## src/sv/fwna_pkg.sv

```systemverilog
package fwna_pkg;

  localparam int VALUE_W    = 32;
  localparam int COUNT_W    = 8;
  localparam int CHAR_W     = 7;
  localparam int NIB_W      = 4;
  localparam int HEX_DIGITS = VALUE_W / NIB_W;
  localparam int DEC_DIGITS = 10;
  localparam int BCD_W      = DEC_DIGITS * NIB_W;
  localparam int POS_W      = 4;
  localparam int BIT_CNT_W  = $clog2(VALUE_W);

  localparam logic [COUNT_W-1:0] HEX_SELECT = COUNT_W'(16);
  localparam logic [CHAR_W-1:0]  ASCII_ZERO = CHAR_W'(8'h30);
  localparam logic [CHAR_W-1:0]  ASCII_A    = CHAR_W'(8'h41);
  localparam logic [NIB_W-1:0]   NIB_TEN    = NIB_W'(10);

  typedef struct packed {
    logic [VALUE_W-1:0] value;
    logic [COUNT_W-1:0] digit_count;
  } item_t;

  typedef struct packed {
    logic [CHAR_W-1:0] character;
    logic              last;
  } result_t;

  typedef struct packed {
    logic load;
    logic step;
  } dabble_ctrl_t;

  typedef enum logic [1:0] {
    ST_IDLE,
    ST_CONVERT,
    ST_EMIT
  } state_t;

  function automatic logic [CHAR_W-1:0] hex_char(input logic [NIB_W-1:0] nib);
    logic [CHAR_W-1:0] ch;
    if (nib < NIB_TEN) begin
      ch = ASCII_ZERO + CHAR_W'(nib);
    end else begin
      ch = ASCII_A + CHAR_W'(nib - NIB_TEN);
    end
    return ch;
  endfunction

endpackage

```

## src/sv/fwna_dabble.sv

```systemverilog
module fwna_dabble
  import fwna_pkg::*;
(
  input  logic                                clk,
  input  dabble_ctrl_t                        ctrl,
  input  logic [VALUE_W-1:0]                  value,
  output logic [DEC_DIGITS-1:0][NIB_W-1:0]    bcd
);

  logic [VALUE_W-1:0]                 bin;
  logic [DEC_DIGITS-1:0][NIB_W-1:0]   adj;
  logic [BCD_W-1:0]                   adj_flat;

  // add three to every digit of five or more before the shift
  always_comb begin
    for (int i = 0; i < DEC_DIGITS; i++) begin
      if (bcd[i] >= NIB_W'(5)) begin
        adj[i] = bcd[i] + NIB_W'(3);
      end else begin
        adj[i] = bcd[i];
      end
    end
  end

  assign adj_flat = adj;

  always_ff @(posedge clk) begin
    if (ctrl.load) begin
      bin <= value;
      bcd <= '0;
    end else if (ctrl.step) begin
      bin <= {bin[VALUE_W-2:0], 1'b0};
      bcd <= {adj_flat[BCD_W-2:0], bin[VALUE_W-1]};
    end
  end

endmodule

```

## src/sv/fixed_width_number_to_ascii.sv

```systemverilog
// Formats a 32-bit unsigned value as ASCII digits, most significant first, one
// character per clock on result, marked by strobe, with result.last on the
// final one. A transaction is taken when start is high and busy is low. A
// digit_count of 16 or more gives eight upper-case hex digits, starting the
// cycle after the transaction. A count of 1 to 15 gives that many zero-padded
// decimal digits: a bit-serial double-dabble converter shifts in all 32 input
// bits, one per cycle, then the digits follow. A count of 0 gives nothing and
// busy stays low. A new transaction is taken the cycle after the last
// character. The receiver cannot stall: each character is on the ports for
// exactly one cycle and must be taken then.
module fixed_width_number_to_ascii
  import fwna_pkg::*;
(
  input  logic    clk,
  input  logic    rst,
  input  logic    start,
  input  item_t   item,
  output logic    busy,
  output logic    strobe,
  output result_t result
);

  state_t                           state, state_next;
  logic [BIT_CNT_W-1:0]             bit_cnt;
  logic [POS_W-1:0]                 pos;
  logic                             hex_mode;
  logic [VALUE_W-1:0]               hex_word;
  logic                             accept;
  dabble_ctrl_t                     dctrl;
  logic [DEC_DIGITS-1:0][NIB_W-1:0] bcd;
  logic [NIB_W-1:0]                 dec_digit;

  assign accept = start && !busy;

  fwna_dabble u_dabble (
    .clk   (clk),
    .ctrl  (dctrl),
    .value (item.value),
    .bcd   (bcd)
  );

  always_comb begin
    state_next = state;
    case (state)
      ST_IDLE: begin
        if (accept) begin
          if (item.digit_count >= HEX_SELECT) begin
            state_next = ST_EMIT;
          end else if (item.digit_count != '0) begin
            state_next = ST_CONVERT;
          end
        end
      end
      ST_CONVERT: begin
        if (bit_cnt == BIT_CNT_W'(VALUE_W - 1)) begin
          state_next = ST_EMIT;
        end
      end
      ST_EMIT: begin
        if (pos == '0) begin
          state_next = ST_IDLE;
        end
      end
      default: state_next = ST_IDLE;
    endcase
  end

  always_comb begin
    if (pos < POS_W'(DEC_DIGITS)) begin
      dec_digit = bcd[pos];
    end else begin
      dec_digit = '0;
    end
  end

  always_comb begin
    busy             = 1'b1;
    strobe           = 1'b0;
    dctrl.load       = 1'b0;
    dctrl.step       = 1'b0;
    result.last      = (pos == '0);
    if (hex_mode) begin
      result.character = hex_char(hex_word[VALUE_W-1 -: NIB_W]);
    end else begin
      result.character = ASCII_ZERO + CHAR_W'(dec_digit);
    end
    case (state)
      ST_IDLE: begin
        busy       = 1'b0;
        dctrl.load = accept;
      end
      ST_CONVERT: begin
        dctrl.step = 1'b1;
      end
      ST_EMIT: begin
        strobe = 1'b1;
      end
      default: begin
        busy = 1'b1;
      end
    endcase
  end

  always_ff @(posedge clk) begin
    if (rst) begin
      state    <= ST_IDLE;
      bit_cnt  <= '0;
      pos      <= '0;
      hex_mode <= 1'b0;
    end else begin
      state <= state_next;
      case (state)
        ST_IDLE: begin
          bit_cnt <= '0;
          if (accept) begin
            hex_mode <= (item.digit_count >= HEX_SELECT);
            if (item.digit_count >= HEX_SELECT) begin
              pos <= POS_W'(HEX_DIGITS - 1);
            end else begin
              pos <= POS_W'(item.digit_count - COUNT_W'(1));
            end
          end
        end
        ST_CONVERT: begin
          bit_cnt <= bit_cnt + BIT_CNT_W'(1);
        end
        ST_EMIT: begin
          pos <= pos - POS_W'(1);
        end
        default: begin
          bit_cnt <= '0;
        end
      endcase
    end
  end

  always_ff @(posedge clk) begin
    if (accept) begin
      hex_word <= item.value;
    end else if (strobe) begin
      hex_word <= {hex_word[VALUE_W-NIB_W-1:0], {NIB_W{1'b0}}};
    end
  end

  // a number ends with the block ready for the next transaction
  a_last_frees : assert property (@(posedge clk) disable iff (rst)
    strobe && result.last |=> !busy)
    else $error("busy after last character");

  // characters of one number come in consecutive cycles
  a_no_gap : assert property (@(posedge clk) disable iff (rst)
    strobe && !result.last |=> strobe)
    else $error("gap inside a number");

  // hex output starts right after the transaction
  a_hex_start : assert property (@(posedge clk) disable iff (rst)
    start && !busy && item.digit_count >= HEX_SELECT |=> strobe)
    else $error("hex output did not start");

  // a zero count leaves the block idle
  a_zero_idle : assert property (@(posedge clk) disable iff (rst)
    start && !busy && item.digit_count == '0 |=> !busy && !strobe)
    else $error("zero count produced work");

  a_char_range : assert property (@(posedge clk) disable iff (rst)
    strobe |-> (result.character >= ASCII_ZERO) && (result.character <= CHAR_W'(70)))
    else $error("character out of range");

endmodule
```

## config.mk

```make
export PLATFORM = sky130hd
export DESIGN_NAME = fixed_width_number_to_ascii
export DESIGN_NICKNAME = d
export VERILOG_FILES = /design/src/sv/fwna_pkg.sv /design/src/sv/fwna_dabble.sv /design/src/sv/fixed_width_number_to_ascii.sv
export SDC_FILE = /design/constraint.sdc
export NUM_CORES = 1
export LEC_CHECK = 0
export BUFFER_PORTS_ARGS = -buffer_cell sky130_fd_sc_hd__buf_2
export CORE_MARGIN = 2
export CORE_UTILIZATION = 55
export DETAILED_ROUTE_END_ITERATION = 8
export HOLD_SLACK_MARGIN = 0.12
export PLACE_DENSITY = 0.87
export SLEW_MARGIN = 40
export SYNTH_ARGS = -nofsm -noshare
export SYNTH_HDL_FRONTEND = slang
export SYNTH_SLANG_ARGS = --single-unit
```

## constraint.sdc

```tcl
create_clock -name clk -period 3.4 [get_ports clk]
set_clock_uncertainty 0.05 [all_clocks]
set_input_delay 0.85 -clock clk [delete_from_list [all_inputs] [get_ports clk]]
set_output_delay 0.85 -clock clk [all_outputs]
set_load 0.03 [all_outputs]
```

; Word level (Yosys, flattened, before mapping)
; Index checks and enable logic that the tools add are counted.
[totals]
input_bits = 43
out_inout_bits = 10
ff_bits = 116
wordCells = 97
[op_classes]
n_mux = 33
n_eq_ne = 7
n_addsub = 17
n_reduce_logical = 10
magnitude_cmp = 14
[ops]
columns = cell, n
row1 = $mux W32, 4
row2 = $mux W4, 13
row3 = $ge A4 B3 Y1 const B, 10
row4 = $add A4 B2 Y4 const B, 9
row5 = $bmux W4 S4, 1
row6 = $add A6 B4 Y7 const A, 2
row7 = $mux W7, 2
row8 = $mux W2, 5
row9 = $pmux W5 S2, 1
row10 = $ge A8 B5 Y1 const B, 1
row11 = $lt A4 B4 Y1 const B, 2
row12 = $pmux W4 S2, 1
row13 = $reduce_bool A8 Y1, 1
row14 = $sub A4 B1 Y4 const B, 2
row15 = $add A7 B7 Y7 const A, 1
row16 = $ne A2 B2 Y1 const B, 3
row17 = $pmux W2 S3, 1
row18 = $reduce_bool A2 Y1, 3
row19 = $add A5 B1 Y5 const B, 1
row20 = $eq A5 B5 Y1 const B, 1
row21 = $lt A4 B5 Y1 const B, 1
row22 = $sub A4 B4 Y5 const B, 1
row23 = $logic_not A4 Y1, 1
row24 = $mux W1, 4
row25 = 9 further kinds, 10

; Logic depth before layout (Yosys ltp)
[depth]
depth_word = 5
mapped_depth = 9

; Cells and area by module
; Synthesis repeated with hierarchy kept, for this count alone.
[hier_totals]
cells_unflattened = 591
area_unflattened_um2 = 6376.1
[modules_own_cells]
columns = mod, cells_each, n_inst, area_per_inst_um2
row1 = fwna_dabble, 367, 1, 3746.1
row2 = fixed_width_number_to_ascii, 224, 1, 2630.0

; Least setup slack after synthesis
; No wires, ideal clock.
[synth_timing]
path_type = register -> output
startpoint = reg pos[1]
endpoint = out result[1] (netlist bit)
required_ps = 2500
path_stages_with_launch = 5
setup_slack_ps = 868
t_arrival_ps = 1632
path_cell_list = dfxtp_1 -> buf_4 -> or2_4 -> or3b_4 -> o221ai_1
[synth_rtl]
columns = element, line_no
row1 = "start, declared", fixed_width_number_to_ascii.sv:25  ; logic [POS_W-1:0] pos;
row2 = "start signal, assigned", fixed_width_number_to_ascii.sv:118  ; pos <= POS_W'(HEX_DIGITS - 1);
row3 = "start signal, assigned", fixed_width_number_to_ascii.sv:120  ; pos <= POS_W'(item.digit_count - COUNT_W'(1));
row4 = "start signal, assigned", fixed_width_number_to_ascii.sv:128  ; pos <= pos - POS_W'(1);
row5 = "end, declared", fixed_width_number_to_ascii.sv:20  ; output result_t result

==> impl_results.md <==
- Total global-route track usage: 25.2%
- Num CTS Buffers: 17
- Yosys warns: 0
- Inst Count DP: 806
- Register area share after synthesis: 49.6%
- Main combinational cell family by area after synthesis: simple AND/OR/NAND/NOR gates
- IO Pins: 53
- Critical register-to-register path endpoint: bit_cnt[2]
- Slowest-stage cell, CP: mux4_1
- First-pass GRT wire length: 22800 um
- Crit path arrival time: 2.30 ns
- R2r worst-path depth: 5
- Row count: 38
- CTS Buffer Depth: 2
- Synth top area share: 32.2%
- Clock transition at path regs: 0.05 ns
- Period utilisation layout: 94.1%
- Post-CTS Setup Bufs: 0
- Crit path buf inv count: 1
- DR DRC count: 0
- Synth Area in Adders: 6.08%
- CORE AREA: 0.0107 mm2
- CTS tree: yes
- Slew headroom: 49.5%
- Slowest stage delay, CP: 0.59 ns
- Most used flip-flop cell after synthesis: edfxtp_1
- Post-synth EDFFs: 64
- Most frequent cells in the layout: nand2_1 (162), edfxtp_1 (64), buf_2 (52)
- Synth Register Bits: 116
- Initial Util: 55.8%
- Root Buffer: clkbuf_8
- Combinational cell fraction of total power: 11.2%
- Status: completed
- PortBufs: 52
- Met2 Usage GRT: 45.3%
- Vias: 4866
- WL/cell: 16.3 um
- Die W: 108 um
- Final setup fails: 0
- Worst R2R Start: state[1]
- Worst-path cell chain: mux4_1 > mux2i_1 > nor3_1 > a211o_1 > buf_2
- 1st-iter DRT viols: 406
- P_int: 0.00308 W
- Post-Synth XOR/XNOR Area: 3.81%
- Crit Path Max Fanout: 13
- Clock power share: 47.1%
- Worst min path class: reg -> reg
- Share of layout cells above drive strength 1: 15.0%
- Fill cells: 790
- Unrepaired setup endpoints after global routing: no
- Gr ovfl total: 0
- Post-synthesis simple-gate area fraction: 19.5%
- DIE HEIGHT: 108 um
- Largest net degree at the start of global routing: 68
- H-tree Lvls: 4
- Sw Share: 23.8%
- Post-route setup TNS: 0 ns
- Reg power frac: 41.7%
- Critical Path End Type: output port
- CTS sink count: 116
- Commonest non-fill, non-tap cell in the layout: nand2_1
- Max Freq: 0.313 GHz
- Pre-CTS WS: 0.572 ns
- Final Max Slew Viols: 0
- Register-to-register setup slack: 1.24 ns
- Worst-Skew Late Latency: 0.52 ns
- DR vias/cell: 5.81
- Fin worst setup slack: 0.200 ns
- Slew @ Worst Pin: 0.751 ns
- Critical path class: reg -> out
- M1 GR Usage: 28.2%
- Maximum VDD drop: 0.565 mV
- Syn Inst Count: 640
- Mapped cell area: 0.00597 mm2
- Nets: 757
- Final ANT Viol Nets: 0
- Antenna Cells: 0
- Non-Filler Instances: 838
- Hold depth: 2
- Top cells by area, synth: edfxtp_1 (32%), dfxtp_1 (17%), nand2_1 (10%), ha_1 (6.1%), o21ai_0 (3.9%)
- Hold Path Sink: u_dabble.bcd[0]
- Startpoint types: register
- CP startpoint: pos[0]
- Final hold slack: 0.436 ns
- Router iterations before antenna repair: 5
- Max Cap Viol: 0
- Mux cell area share after synthesis: 4.97%
- Grt peak-use layer: met2
- Final hold violation count: 0
- Dpl hpwl: 8890 um
- Vias in the first global route: 4981
- Post-synthesis net count: 712
- Met3 Track Usage GR: 6.75%
- Mean Syn Cell Area: 9.33 um2
- GP Congestion: 0.869
- Async S/R FF share, synth: 0%
- Crit path max-delay family: multiplexers
- WL final: 13700 um
- Area Growth Syn to Fin: 16.1%
- Die Footprint: 0.0117 mm2
- Cell taking the most area after synthesis: edfxtp_1
- Pwr dens: 582 mW/mm2
- LEAKAGE: 2.90 nW
- Synth Area in Compound Gates: 11.4%
- Initial antenna violation count: 0
- Switching power: 0.000959 W
- CP Data Required Time: 2.50 ns
- Hold path start: u_dabble.bin[31]
- Post-layout minimum cycle time: 3.20 ns
- Post-synth cell types: 47
Yosys cell counts (3+ instances only):
library cell and instances:
clkbuf_1 14, nand3_1 33, edfxtp_1 64, nand3b_1 3
nor3_1 5, a211oi_1 4, o221ai_1 3, a21oi_1 35
a21o_1 4, mux2i_1 12, buf_4 4, o32ai_1 10
nor3b_1 8, dfxtp_1 52, ha_1 29, a22oi_1 3
mux2_2 11, xor2_1 14, o21ai_0 46, nand2b_1 13
nand2_1 163, inv_1 29, and3_1 5, xnor2_1 12
nor2_1 27, buf_2 12
worst register-to-register path: stages, from the launching register on:
cell and delay [ns]:
dfxtp_1 0.53, nand2b_2 0.63, buf_4 0.45, o21ai_0 0.14, a21oi_1 0.17, nor2_1 0.06
worst max-delay path by stage:
stage | to | slack (ns) | cells after the start
floorplan | result[1] | 0.87 | 4
global placement | result[4] | 0.61 | 5
detailed placement | result[4] | 0.57 | 5
CTS | result[4] | 0.01 | 5
global route | result[4] | 0.12 | 5
finish | result[4] | 0.20 | 5
per-stage QoR:
step | utilization (%) | power (W) | cell area [um2]
CTS | 64.8 | 0.00404 | 6930
finish | 64.8 | 0.00404 | 6930
global placement | 58.9 | 0.00213 | 6300
detailed placement | 58.9 | 0.00215 | 6300
global route | 64.8 | 0.00418 | 6930
floorplan | - | 0.00203 | 5970
power groups by stage:
stage	clock network [W]	registers (W)	logic, W
after floorplan	0	0.00167	0.000351
after global placement	0	0.00170	0.000425
after detailed placement	0	0.00171	0.000443
after CTS	0.00191	0.00168	0.000450
after global routing	0.00198	0.00170	0.000501
final	0.00190	0.00168	0.000451
layout make-up:
type / count / area, um2 / share of cell area, %
Sequential cell: 116 / 2960 / 42.8
Multi-Input combinational cell: 461 / 2740 / 39.5
Clock buffer: 21 / 449 / 6.48
Timing Repair Buffer: 59 / 313 / 4.51
Clock inverter: 11 / 183 / 2.63
Tap cell: 140 / 175 / 2.53
Inverter: 30 / 113 / 1.62
what timing repair did:
item	4_1_cts	5_1_grt
gates resized for setup	0	1
endpoints found under the setup margin	0	1
hold buffers	0	0
cells by family (layout without fill, tap and decap cells):
kind of cell / Yosys count / in the layout
xor+xnor: 26 / 26
fa+ha+maj: 29 / 29
mux: 25 / 25
buf+inv: 63 / 121
compound gates: 115 / 115
flops: 116 / 116
simple gates: 266 / 266
state kept, by name (all words and copies together) (netlist names):
signal	flops
hex_mode	1
u_dabble.bin	32
pos	4
bit_cnt	5
state	2
u_dabble.bcd	40
hex_word	32
layer usage:
metal  share of wire [%]  up-vias
li1                    -     2304
met1                  39     2335
met2                  52      198
met3                 6.5       29
met4                 2.1        0
met5                   0        -
Power figures use the tool's default switching activity.
